**src/hw/rtl/rcra_pkg.sv**
```systemverilog
// package for the range raise / range average block
// holds request, result and action types, the sequencer state type, the divider control type and widths
// no dependencies
`timescale 1ns / 1ps
package rcra_pkg;
    localparam int IDX_W = 11;
    localparam int VAL_W = 31;
    localparam int NUM_W = 41;

    typedef enum logic
    {
        ACT_RAISE = 1'b0,
        ACT_QUERY = 1'b1
    } action_t;

    typedef struct packed
    {
        logic             action;
        logic [IDX_W-1:0] first_index;
        logic [IDX_W-1:0] last_index;
        logic [VAL_W-1:0] floor_value;
    } req_t;

    typedef struct packed
    {
        logic [NUM_W-1:0] numerator;
        logic [IDX_W-1:0] denominator;
        logic             range_error;
    } res_t;

    typedef enum logic [3:0]
    {
        ST_CLEAR,
        ST_IDLE,
        ST_READ,
        ST_WAIT,
        ST_APPLY,
        ST_GCD,
        ST_DIV_N,
        ST_DIV_D,
        ST_OUT
    } state_t;

    // start and busy between the sequencer and the divider
    typedef struct packed
    {
        logic start;
        logic busy;
    } div_ctl_t;
endpackage

```
**src/hw/rtl/rcra_div.sv**
```systemverilog
// shared restoring divider, one quotient bit per cycle
// depends on rcra_pkg
`timescale 1ns / 1ps
module rcra_div
(
    input  logic                     clk,
    input  logic                     rst_n,
    input  logic                     start,
    input  logic [rcra_pkg::NUM_W-1:0] dividend,
    input  logic [rcra_pkg::NUM_W-1:0] divisor,
    output rcra_pkg::div_ctl_t       ctl,
    output logic [rcra_pkg::NUM_W-1:0] quotient,
    output logic [rcra_pkg::NUM_W-1:0] remainder
);
    import rcra_pkg::*;

    localparam int CNT_W = $clog2(NUM_W + 1);

    logic [NUM_W-1:0] quo_reg, quo_next;
    logic [NUM_W-1:0] rem_reg, rem_next;
    logic [NUM_W-1:0] dsr_reg, dsr_next;
    logic [CNT_W-1:0] cnt_reg, cnt_next;
    logic             busy_reg, busy_next;
    logic [NUM_W:0]   trial;

    // load on start, otherwise one shift and subtract step while busy
    always_comb
    begin
        quo_next  = quo_reg;
        rem_next  = rem_reg;
        dsr_next  = dsr_reg;
        cnt_next  = cnt_reg;
        busy_next = busy_reg;
        trial     = {rem_reg, quo_reg[NUM_W-1]};
        if (start)
        begin
            quo_next  = dividend;
            rem_next  = '0;
            dsr_next  = divisor;
            cnt_next  = CNT_W'(NUM_W);
            busy_next = 1'b1;
        end
        else if (busy_reg)
        begin
            if (trial >= {1'b0, dsr_reg})
            begin
                rem_next = NUM_W'(trial - {1'b0, dsr_reg});
                quo_next = {quo_reg[NUM_W-2:0], 1'b1};
            end
            else
            begin
                rem_next = trial[NUM_W-1:0];
                quo_next = {quo_reg[NUM_W-2:0], 1'b0};
            end
            cnt_next = cnt_reg - 1'b1;
            if (cnt_reg == CNT_W'(1))
                busy_next = 1'b0;
        end
    end

    always_ff @(posedge clk or negedge rst_n)
    begin
        if (!rst_n)
        begin
            busy_reg <= 1'b0;
            cnt_reg  <= '0;
        end
        else
        begin
            busy_reg <= busy_next;
            cnt_reg  <= cnt_next;
        end
    end

    always_ff @(posedge clk)
    begin
        quo_reg <= quo_next;
        rem_reg <= rem_next;
        dsr_reg <= dsr_next;
    end

    assign ctl.start = start;
    assign ctl.busy  = busy_reg;
    assign quotient  = quo_reg;
    assign remainder = rem_reg;
endmodule

```
**config.mk**
```make
export PLATFORM = sky130hd
export DESIGN_NAME = rcra_div
export DESIGN_NICKNAME = d
export VERILOG_FILES = /design/src/hw/rtl/rcra_pkg.sv /design/src/hw/rtl/rcra_div.sv
export SDC_FILE = /design/constraint.sdc
export NUM_CORES = 1
export LEC_CHECK = 0
export ABC_AREA = 1
export BUFFER_PORTS_ARGS = -buffer_cell sky130_fd_sc_hd__buf_2
export CELL_PAD_IN_SITES_DETAIL_PLACEMENT = 1
export CELL_PAD_IN_SITES_GLOBAL_PLACEMENT = 1
export CORE_MARGIN = 2
export CORE_UTILIZATION = 37
export CTS_BUF_LIST = sky130_fd_sc_hd__clkbuf_2 sky130_fd_sc_hd__clkbuf_4 sky130_fd_sc_hd__clkbuf_8
export DETAILED_ROUTE_END_ITERATION = 8
export GPL_TIMING_DRIVEN = 1
export PLACE_DENSITY_LB_ADDON = 0.2
export SETUP_SLACK_MARGIN = 0.1
export SLEW_MARGIN = 40
export SYNTH_ARGS = -nofsm -noshare
export SYNTH_HDL_FRONTEND = slang
export SYNTH_SLANG_ARGS = --single-unit
```
**constraint.sdc**
```tcl
create_clock -name clk -period 2.25 [get_ports clk]
set_input_delay 0.225 -clock clk [delete_from_list [all_inputs] [get_ports clk]]
set_output_delay 0.225 -clock clk [all_outputs]
set_load 0.02 [all_outputs]
```
==> results of run 1 <==
[Yosys cell counts (2+ instances only)]
cell	count	share of area
nand3_2	14	0.016
nand3_1	99	0.056
buf_4	5	0.0043
nand2_1	493	0.21
clkbuf_1	12	0.0051
ha_1	43	0.061
a21oi_1	35	0.020
dfrtp_1	7	0.020
inv_2	6	0.0026
nor2_4	2	0.0026
nor2_1	75	0.032
edfxtp_1	82	0.28
dfxtp_1	41	0.093
o21ai_0	14	0.0080
nand3b_1	17	0.014
o21bai_1	4	0.0034
buf_6	4	0.0051
nand2_2	6	0.0043
xnor2_1	22	0.022
nand4_1	3	0.0021
and2_1	2	0.0014
buf_2	7	0.0040
nor3_1	3	0.0017
clkinv_1	7	0.0030
inv_1	217	0.093
nor2_2	10	0.0071
o21ai_1	19	0.011
[kinds of logic after synthesis]
family	count (synthesis)	synth area share
AO/OA/AOI/OAI	75	0.0445
XOR/XNOR	23	0.0229
adder cells (fa/ha/maj)	44	0.0634
buffers and inverters	260	0.119
flip-flops	130	0.393
AND/OR/NAND/NOR	730	0.357
[layout make-up]
| type | count | share of cell area |
|---|---|---|
| multi-input combinational | 872 | 0.409 |
| sequential | 130 | 0.273 |
| timing repair buffer | 320 | 0.185 |
| inverter | 230 | 0.0682 |
| tap | 319 | 0.0315 |
| clock buffer | 18 | 0.0191 |
| clock inverter | 14 | 0.0132 |
[power by group]
| part | internal [mW] | total (mW) | switching [mW] |
|---|---|---|---|
| Clock | 1.04 | 2.21 | 1.17 |
| Combinational | 3.31 | 7.84 | 4.53 |
| Sequential | 2.96 | 3.34 | 0.383 |
| Total | 7.30 | 13.4 | 6.09 |
[through the flow]
| stage | util | setup WS [ns] | area [sq um] | cells | total power [mW] |
|---|---|---|---|---|---|
| after floorplan | - | 0.0962 | 8820 | 1262 | 7.32 |
| after global placement | 0.450 | -0.0131 | 10500 | 1796 | 9.38 |
| after detailed placement | 0.450 | -0.0311 | 10500 | 1796 | 9.47 |
| after CTS | 0.506 | 0.0365 | 11800 | 1886 | 12.1 |
| after global routing | 0.541 | -0.195 | 12700 | 1903 | 14.3 |
| final | 0.541 | -0.0525 | 12700 | 1903 | 13.4 |
[layer usage]
metal,global-route usage,up-vias
met5,0,-
met4,0.0450,0
met3,0.0566,28
met2,0.427,233
met1,0.325,4381
li1,-,4553
[path summary, 6_finish.rpt]
| kind | end | depth (start not counted) | startpoint |
|---|---|---|---|
| max | remainder[13] | 14 | dsr_reg[31] |
| min | quotient[27] | 3 | dividend[27] |
| max reg2reg | remainder[13] | 14 | dsr_reg[31] |
| min reg2reg | remainder[39] | 2 | remainder[39] |
| max in group asynchronous | cnt_reg[5] | 2 | rst_n |
| min in group asynchronous | cnt_reg[3] | 2 | rst_n |
[repair_timing]
| action | 4_1_cts | 5_1_grt |
|---|---|---|
| endpoints found under the setup margin | 42 | 42 |
| hold buffers | 50 | 0 |
| buffers inserted | 7 | 13 |
| gates resized for setup | 53 | 143 |
| pin swaps | 10 | 50 |
| gates cloned | 1 | 4 |
| endpoints found under the hold margin | 56 | 0 |
[worst register-to-register path, stage by stage (launching register included)]
cell,delay (ns)
edfxtp_1,0.37
inv_1,0.11
ha_4,0.23
nand2_1,0.07
nand2_1,0.08
a21oi_2,0.20
nand2_1,0.11
nand2_1,0.10
nand3_2,0.11
nor2_8,0.25
nand2_8,0.16
buf_12,0.19
nand2_2,0.06
nand3_1,0.08
o21ai_1,0.11
==> qor.yml, run 1 <==
cp.arrival_ns: 2.69
row_count: 56
cts_made_buffers: 17
via_per_inst: 4.83
coreArea_sq_um: 23400
clk_latency_ns: 0.48
yosys_warnings: 0
grt_max_degree: 55
fillers: 3016
final_common_cell: "nand2_1"
cts_tree: "done"
setup_slack_ns: -0.0525
critPathTopFamily: "simple AND/OR/NAND/NOR gates"
grt_use_total: 0.249
reg2reg_slack_ns: -0.05
grt_pass1_wl_um: 48500
path_buf_inv: 2
cts_sinks: 130
ys_ff_latch: 130
max_freq_ghz: 0.434
vias: 9195
endpoint_kind: "register"
p_leak_nw: 6.51
fp.dieW_um: 158
grt-ovfl-total: 0
ys_types: 40
gp_congestion: 0.883
syn-num-nets: 1391
setup_viol: 20
tns_ns: -0.349
drive_above_1_share: 0.318
status: "finished with violations"
drc_errors: 0
synth.avg_cell_area_sq_um: 6.98
worst-setup-path-type: "reg -> reg"
wl_met1_um: 14200
wirelength_um: 31900
port_buffers: 168
cp_common_cell: "nand2_1"
synth_edf_count: 82
ant_nets: 0
htree_levels: 4
required_ns: 2.64
cp_max_fo: 7
antenna_found_initial: 0
clock-root-buffer: "clkbuf_8"
max-slew-margin-rel: 0.645
tightest_slew_ns: 0.532
rsz0062_at_grt: "yes"
violations: "setup timing"
wl_per_cell_um: 16.7
most-common-layout-cells: "438 x nand2_1, 199 x inv_1, 167 x buf_2, 82 x edfxtp_1, 82 x buf_4"
drv_cap: 0
multi_input_area_sq_um: 5180
clockBufferDepth: 2
crit_chain: "inv_1 > ha_4 > nand2_1 > nand2_1 > a21oi_2 > nand2_1 > nand2_1 > nand3_2 > nor2_8 > nand2_8 > buf_12 > nand2_2 > nand3_1 > o21ai_1"
hpwl_um: 22800
start_util: 0.376
top_layer_used: "met4"
max_stage_delay_ns: 0.37
syn_to_final_growth_pct: 43.7
route.met2.wl_um: 15500
synth_cells: 1262
dr.pass1.iters: 5
wl_met3_um: 1670
ys_seq_area_frac: 0.393
seq_area_sq_um: 3460
die_y_um: 158
critPathLaunchType: "register"
die_area_sq_um: 25000
ir_drop_uv: 370
power_density_nw_per_um2: 1060
pin_count: 169
holdWs_ns: 0.0209
n_antenna_cell: 0
slowest_stage: "edfxtp_1"
async_flop_share: 0.0538
fin_crit_sh: 1.02
hold_class: "in -> reg"
ys.flop_type: "edfxtp_1"
clock_skew_ns: 0.0269
syn_area_sq_um: 8800
first_iter_violations: 449
path_clk_slew_ns: 0.09
grt_pass1_vias: 9395
fin_nets: 1700
drv_slew: 0
period_needed_ns: 2.30
hold_viol_final: 0
Note: power is estimated with default switching activity, not from simulation.
==> run 2: changes to the inputs <==
Settings changed: CORE_UTILIZATION 37 to 40.
Clock period 2.25 ns to 2.69 ns, I/O delays scaled along.
==> qor.yml, run 2 (synthesis gave the netlist of run 1 again) <==
ir_drop_uv: 315
grt_pass1_wl_um: 45600
grt_pass1_vias: 9034
slowest_stage: "ha_1"
endpoint_kind: "register"
final_common_cell: "nand2_1"
clockBufferDepth: 2
utilization: 0.498
drc_errors: 0
wirelength_um: 28600
port_buffers: 168
rsz0062_at_grt: "yes"
gp_congestion: 0.957
grt_use_total: 0.244
clock-root-buffer: "clkbuf_8"
fillers: 2875
dr.pass1.iters: 4
start_util: 0.406
p_leak_nw: 5.81
most-common-layout-cells: "493 x nand2_1, 216 x inv_1, 167 x buf_2, 99 x nand3_1, 82 x edfxtp_1"
critPathLaunchType: "register"
r2r_cells: 14
wl_per_cell_um: 16.1
clock_skew_ns: 0.0212
antenna_found_initial: 0
hold_viol_final: 0
clk_latency_ns: 0.47
setup_slack_ns: 0.252
cp.arrival_ns: 2.78
fin_crit_sh: 0.906
max_stage_delay_ns: 0.39
ant_nets: 0
via_per_inst: 4.89
required_ns: 3.03
first_iter_violations: 346
n_antenna_cell: 0
max_freq_ghz: 0.410
tns_ns: 0
tightest_slew_ns: 0.519
coreArea_sq_um: 21700
power_density_nw_per_um2: 852
setup_viol: 0
dp_slack_ns: 0.156
fp.dieW_um: 152
worst-setup-path-type: "reg -> reg"
cp_max_fo: 21
htree_levels: 4
hold_class: "in -> reg"
pin_count: 169
grt-ovfl-total: 0
row_count: 54
grt_max_degree: 55
die_y_um: 152
cts_tree: "done"
status: "finished clean"
drv_cap: 0
path_clk_slew_ns: 0.09
drv_slew: 0
period_needed_ns: 2.44
crit_chain: "inv_1 > ha_1 > nand2_1 > nor2_2 > nand2_2 > nor2_4 > nand3_2 > nand3_2 > nor2_8 > buf_12 > nand2_8 > nand2_1 > nand3_1 > o21ai_1"
cts_made_buffers: 17
die_area_sq_um: 23200
syn_to_final_growth_pct: 22.7
hpwl_um: 21800
cts_sinks: 130
max-slew-margin-rel: 0.654
fin_nets: 1608
vias: 8659
drive_above_1_share: 0.178
hold_depth: 3
==> run 2: layout make-up <==
| type | instances | area [sq um] | share of cell area |
|---|---|---|---|
| multi-input combinational | 873 | 4340 | 0.402 |
| clock buffer | 17 | 234 | 0.0217 |
| inverter | 230 | 863 | 0.0799 |
| sequential | 130 | 3460 | 0.320 |
| clock inverter | 14 | 126 | 0.0117 |
| timing repair buffer | 227 | 1430 | 0.132 |
| tap | 280 | 350 | 0.0324 |
==> run 2: repair_timing <==
item	CTS	global route
hold buffers	42	0
endpoints found under the hold margin	48	0
resized for setup	0	10
buffers inserted	0	5
setup endpoints to repair	0	41
==> run 2: power breakdown <==
group | switching, mW | leakage, nW | internal (mW) | total (mW)
registers | 0.268 | 1.27 | 2.47 | 2.74
logic | 3.15 | 4.36 | 1.68 | 4.83
clock network | 0.897 | 0.176 | 0.736 | 1.63
==> run 2: path summary, 6_finish.rpt <==
check	startpoint	to	slack, ns
worst max-delay path	dsr_reg[26]	remainder[25]	0.25
max in group asynchronous	rst_n	cnt_reg[1]	2.34
worst min register to register	remainder[22]	remainder[22]	0.49
worst max register to register	dsr_reg[26]	remainder[25]	0.25
worst min-delay path	dividend[19]	quotient[19]	0.06
min in group asynchronous	rst_n	cnt_reg[3]	0.18
==> run 2: routing by layer <==
| layer | vias up | global-route usage | routed length, um | share of wire |
|---|---|---|---|---|
| li1 | 4335 | - | - | - |
| met2 | 215 | 0.415 | 13500 | 0.47 |
| met1 | 4079 | 0.314 | 13000 | 0.45 |
| met3 | 30 | 0.0546 | 1590 | 0.056 |
| met5 | - | 0 | 0 | 0 |
| met4 | 0 | 0.0676 | 475 | 0.017 |
==> run 2: worst max-delay path: cells and delay by family (launching register included) <==
family                     cells  cell delay (ns)
adders and majority gates      1             0.39
DFF                            1             0.33
buffers and inverters          2             0.21
and+or+nand+nor               10             1.31
AOI/OAI and AO/OA              1             0.08
==> run 2: stage by stage <==
| step | std cells | hold slack (ns) | power (mW) | instance area [sq um] |
|---|---|---|---|---|
| after detailed placement | 1692 | 0.116 | 7.40 | 9920 |
| after floorplan | 1262 | -0.0266 | 6.12 | 8800 |
| after CTS | 1765 | 0.0389 | 9.12 | 10700 |
| after global routing | 1771 | 0.0515 | 9.93 | 10800 |
| final | 1771 | 0.0633 | 9.20 | 10800 |
| after global placement | 1692 | 0.114 | 7.29 | 9920 |
==> run 3: changes to the inputs <==
Settings changed: CORE_UTILIZATION 40 to 44.
==> qor.yml, run 3 (synthesis gave the netlist of run 1 again) <==
p_sw_frac: 0.473
switchingPower_mw: 4.49
clock-root-buffer: "clkbuf_8"
cts_made_buffers: 17
vias: 8853
antenna_found_initial: 0
fin_crit_sh: 0.911
die_area_sq_um: 21200
fillers: 2633
rsz0062_at_grt: "no"
n_antenna_cell: 0
drv_cap: 0
wl_per_cell_um: 17.0
gp_congestion: 0.903
tns_ns: 0
multi_input_area_sq_um: 4340
pin_count: 169
wl_met3_um: 1900
first_iter_violations: 429
p_leak_nw: 5.83
power_frac_comb: 0.529
fp.dieW_um: 145
most-common-layout-cells: "493 x nand2_1, 216 x inv_1, 167 x buf_2, 99 x nand3_1, 82 x edfxtp_1"
grt_pass1_vias: 9296
max_stage_delay_ns: 0.40
slowest_stage: "ha_1"
grt-ovfl-total: 0
final_common_cell: "nand2_1"
drv_slew: 0
top_layer_used: "met4"
htree_levels: 4
grt_max_degree: 63
hold_class: "in -> reg"
row_count: 51
worst-setup-path-type: "reg -> reg"
max-slew-margin-rel: 0.520
wl_met1_um: 13100
seq_area_sq_um: 3460
max_freq_ghz: 0.408
path_clk_slew_ns: 0.10
wirelength_um: 29800
holdWs_ns: 0.0547
clock_skew_ns: 0.0205
p_clk_frac: 0.182
fin_nets: 1606
seqPwrFrac: 0.289
dr.pass1.iters: 5
critPathTopFamily: "simple AND/OR/NAND/NOR gates"
tightest_slew_ns: 0.721
grt_use_total: 0.279
status: "finished clean"
required_ns: 3.07
cp_max_fo: 20
period_needed_ns: 2.45
start_util: 0.451
route.met2.wl_um: 14300
cellInternalPower_mw: 5.00
drc_errors: 0
coreArea_sq_um: 19500
ant_nets: 0
grt_pass1_wl_um: 47200
critPathLaunchType: "register"
syn_to_final_growth_pct: 23.1
clk_latency_ns: 0.49
cts_tree: "done"
power_density_nw_per_um2: 875
hpwl_um: 21800
path_buf_inv: 1
endpoint_kind: "register"
p_total_mw: 9.49
setup_viol: 0
cp.arrival_ns: 2.83
port_buffers: 168
clockBufferDepth: 2
ir_drop_uv: 375
die_y_um: 145
drive_above_1_share: 0.179
hold_viol_final: 0
crit_chain: "ha_1 > nand2_1 > nor2_2 > nand2_2 > nor2_4 > nand3_2 > nand3_2 > nor2_8 > buf_12 > nand2_8 > nand3_1 > nand3_1 > nand2_1"
cts_sinks: 130
via_per_inst: 5.04
==> run 3: cell count changes in the layout (fill, tap and decap cells not counted), moves of 2 or more <==
| cell | before | now |
|---|---|---|
| buf_4 | 12 | 9 |
| buf_6 | 4 | 1 |
| clkinv_4 | 0 | 3 |
| buf_12 | 2 | 4 |
| clkinv_1 | 9 | 7 |
| inv_6 | 7 | 5 |
| inv_8 | 0 | 2 |
==> run 3: power by group through the flow <==
stage               combinational (mW)  clock, mW  sequential, mW
detailed placement                4.66          0            2.77
global route                      5.55       1.84            2.78
finish                            5.02       1.73            2.74
floorplan                         3.07          0            3.05
CTS                               4.75       1.75            2.73
global placement                  4.52          0            2.76
==> run 3: worst paths after layout <==
kind	from	endpoint	slack (ns)	cells past startpoint
min in group asynchronous	rst_n	cnt_reg[2]	0.16	2
setup / recovery	remainder[26]	remainder[32]	0.24	13
setup reg to reg	remainder[26]	remainder[32]	0.24	13
hold / removal	dividend[39]	quotient[39]	0.05	3
max in group asynchronous	rst_n	cnt_reg[0]	2.36	2
hold reg to reg	remainder[23]	remainder[23]	0.49	2
==> run 3: worst reg2reg max path: cells and delay by family (launching register included) <==
kind	cells	cell delay (ns)
flops	1	0.37
simple gates	11	1.40
buf+inv	1	0.15
fa+ha+maj	1	0.40
==> run 3: final cells by class <==
cell class,instances,area share
tap,265,0.0306
clock buffer,18,0.0223
sequential,130,0.319
clock inverter,14,0.0134
inverter,230,0.0797
timing repair buffer,225,0.134
multi-input combinational,873,0.401
==> run 3: stage by stage <==
step	utilization	instance area, sq um	instances	setup slack (ns)
after floorplan	-	8800	1262	0.224
after global placement	0.507	9900	1676	0.281
after detailed placement	0.507	9900	1676	0.121
after CTS	0.549	10700	1750	0.177
after global routing	0.555	10800	1755	0.0826
final	0.555	10800	1755	0.239
==> run 3: timing repair <==
action | 4_1_cts | 5_1_grt
gates cloned | 0 | 2
endpoints found under the setup margin | 1 | 42
resized for setup | 1 | 9
buffers inserted | 0 | 3
hold buffers | 42 | 0
pin swaps | 0 | 3
endpoints found under the hold margin | 48 | 0
==> run 3: routing by layer <==
metal / vias up / track usage
met3: 37 / 0.0665
li1: 4342 / -
met2: 254 / 0.481
met5: - / 0
met1: 4220 / 0.350
met4: 0 / 0.0765
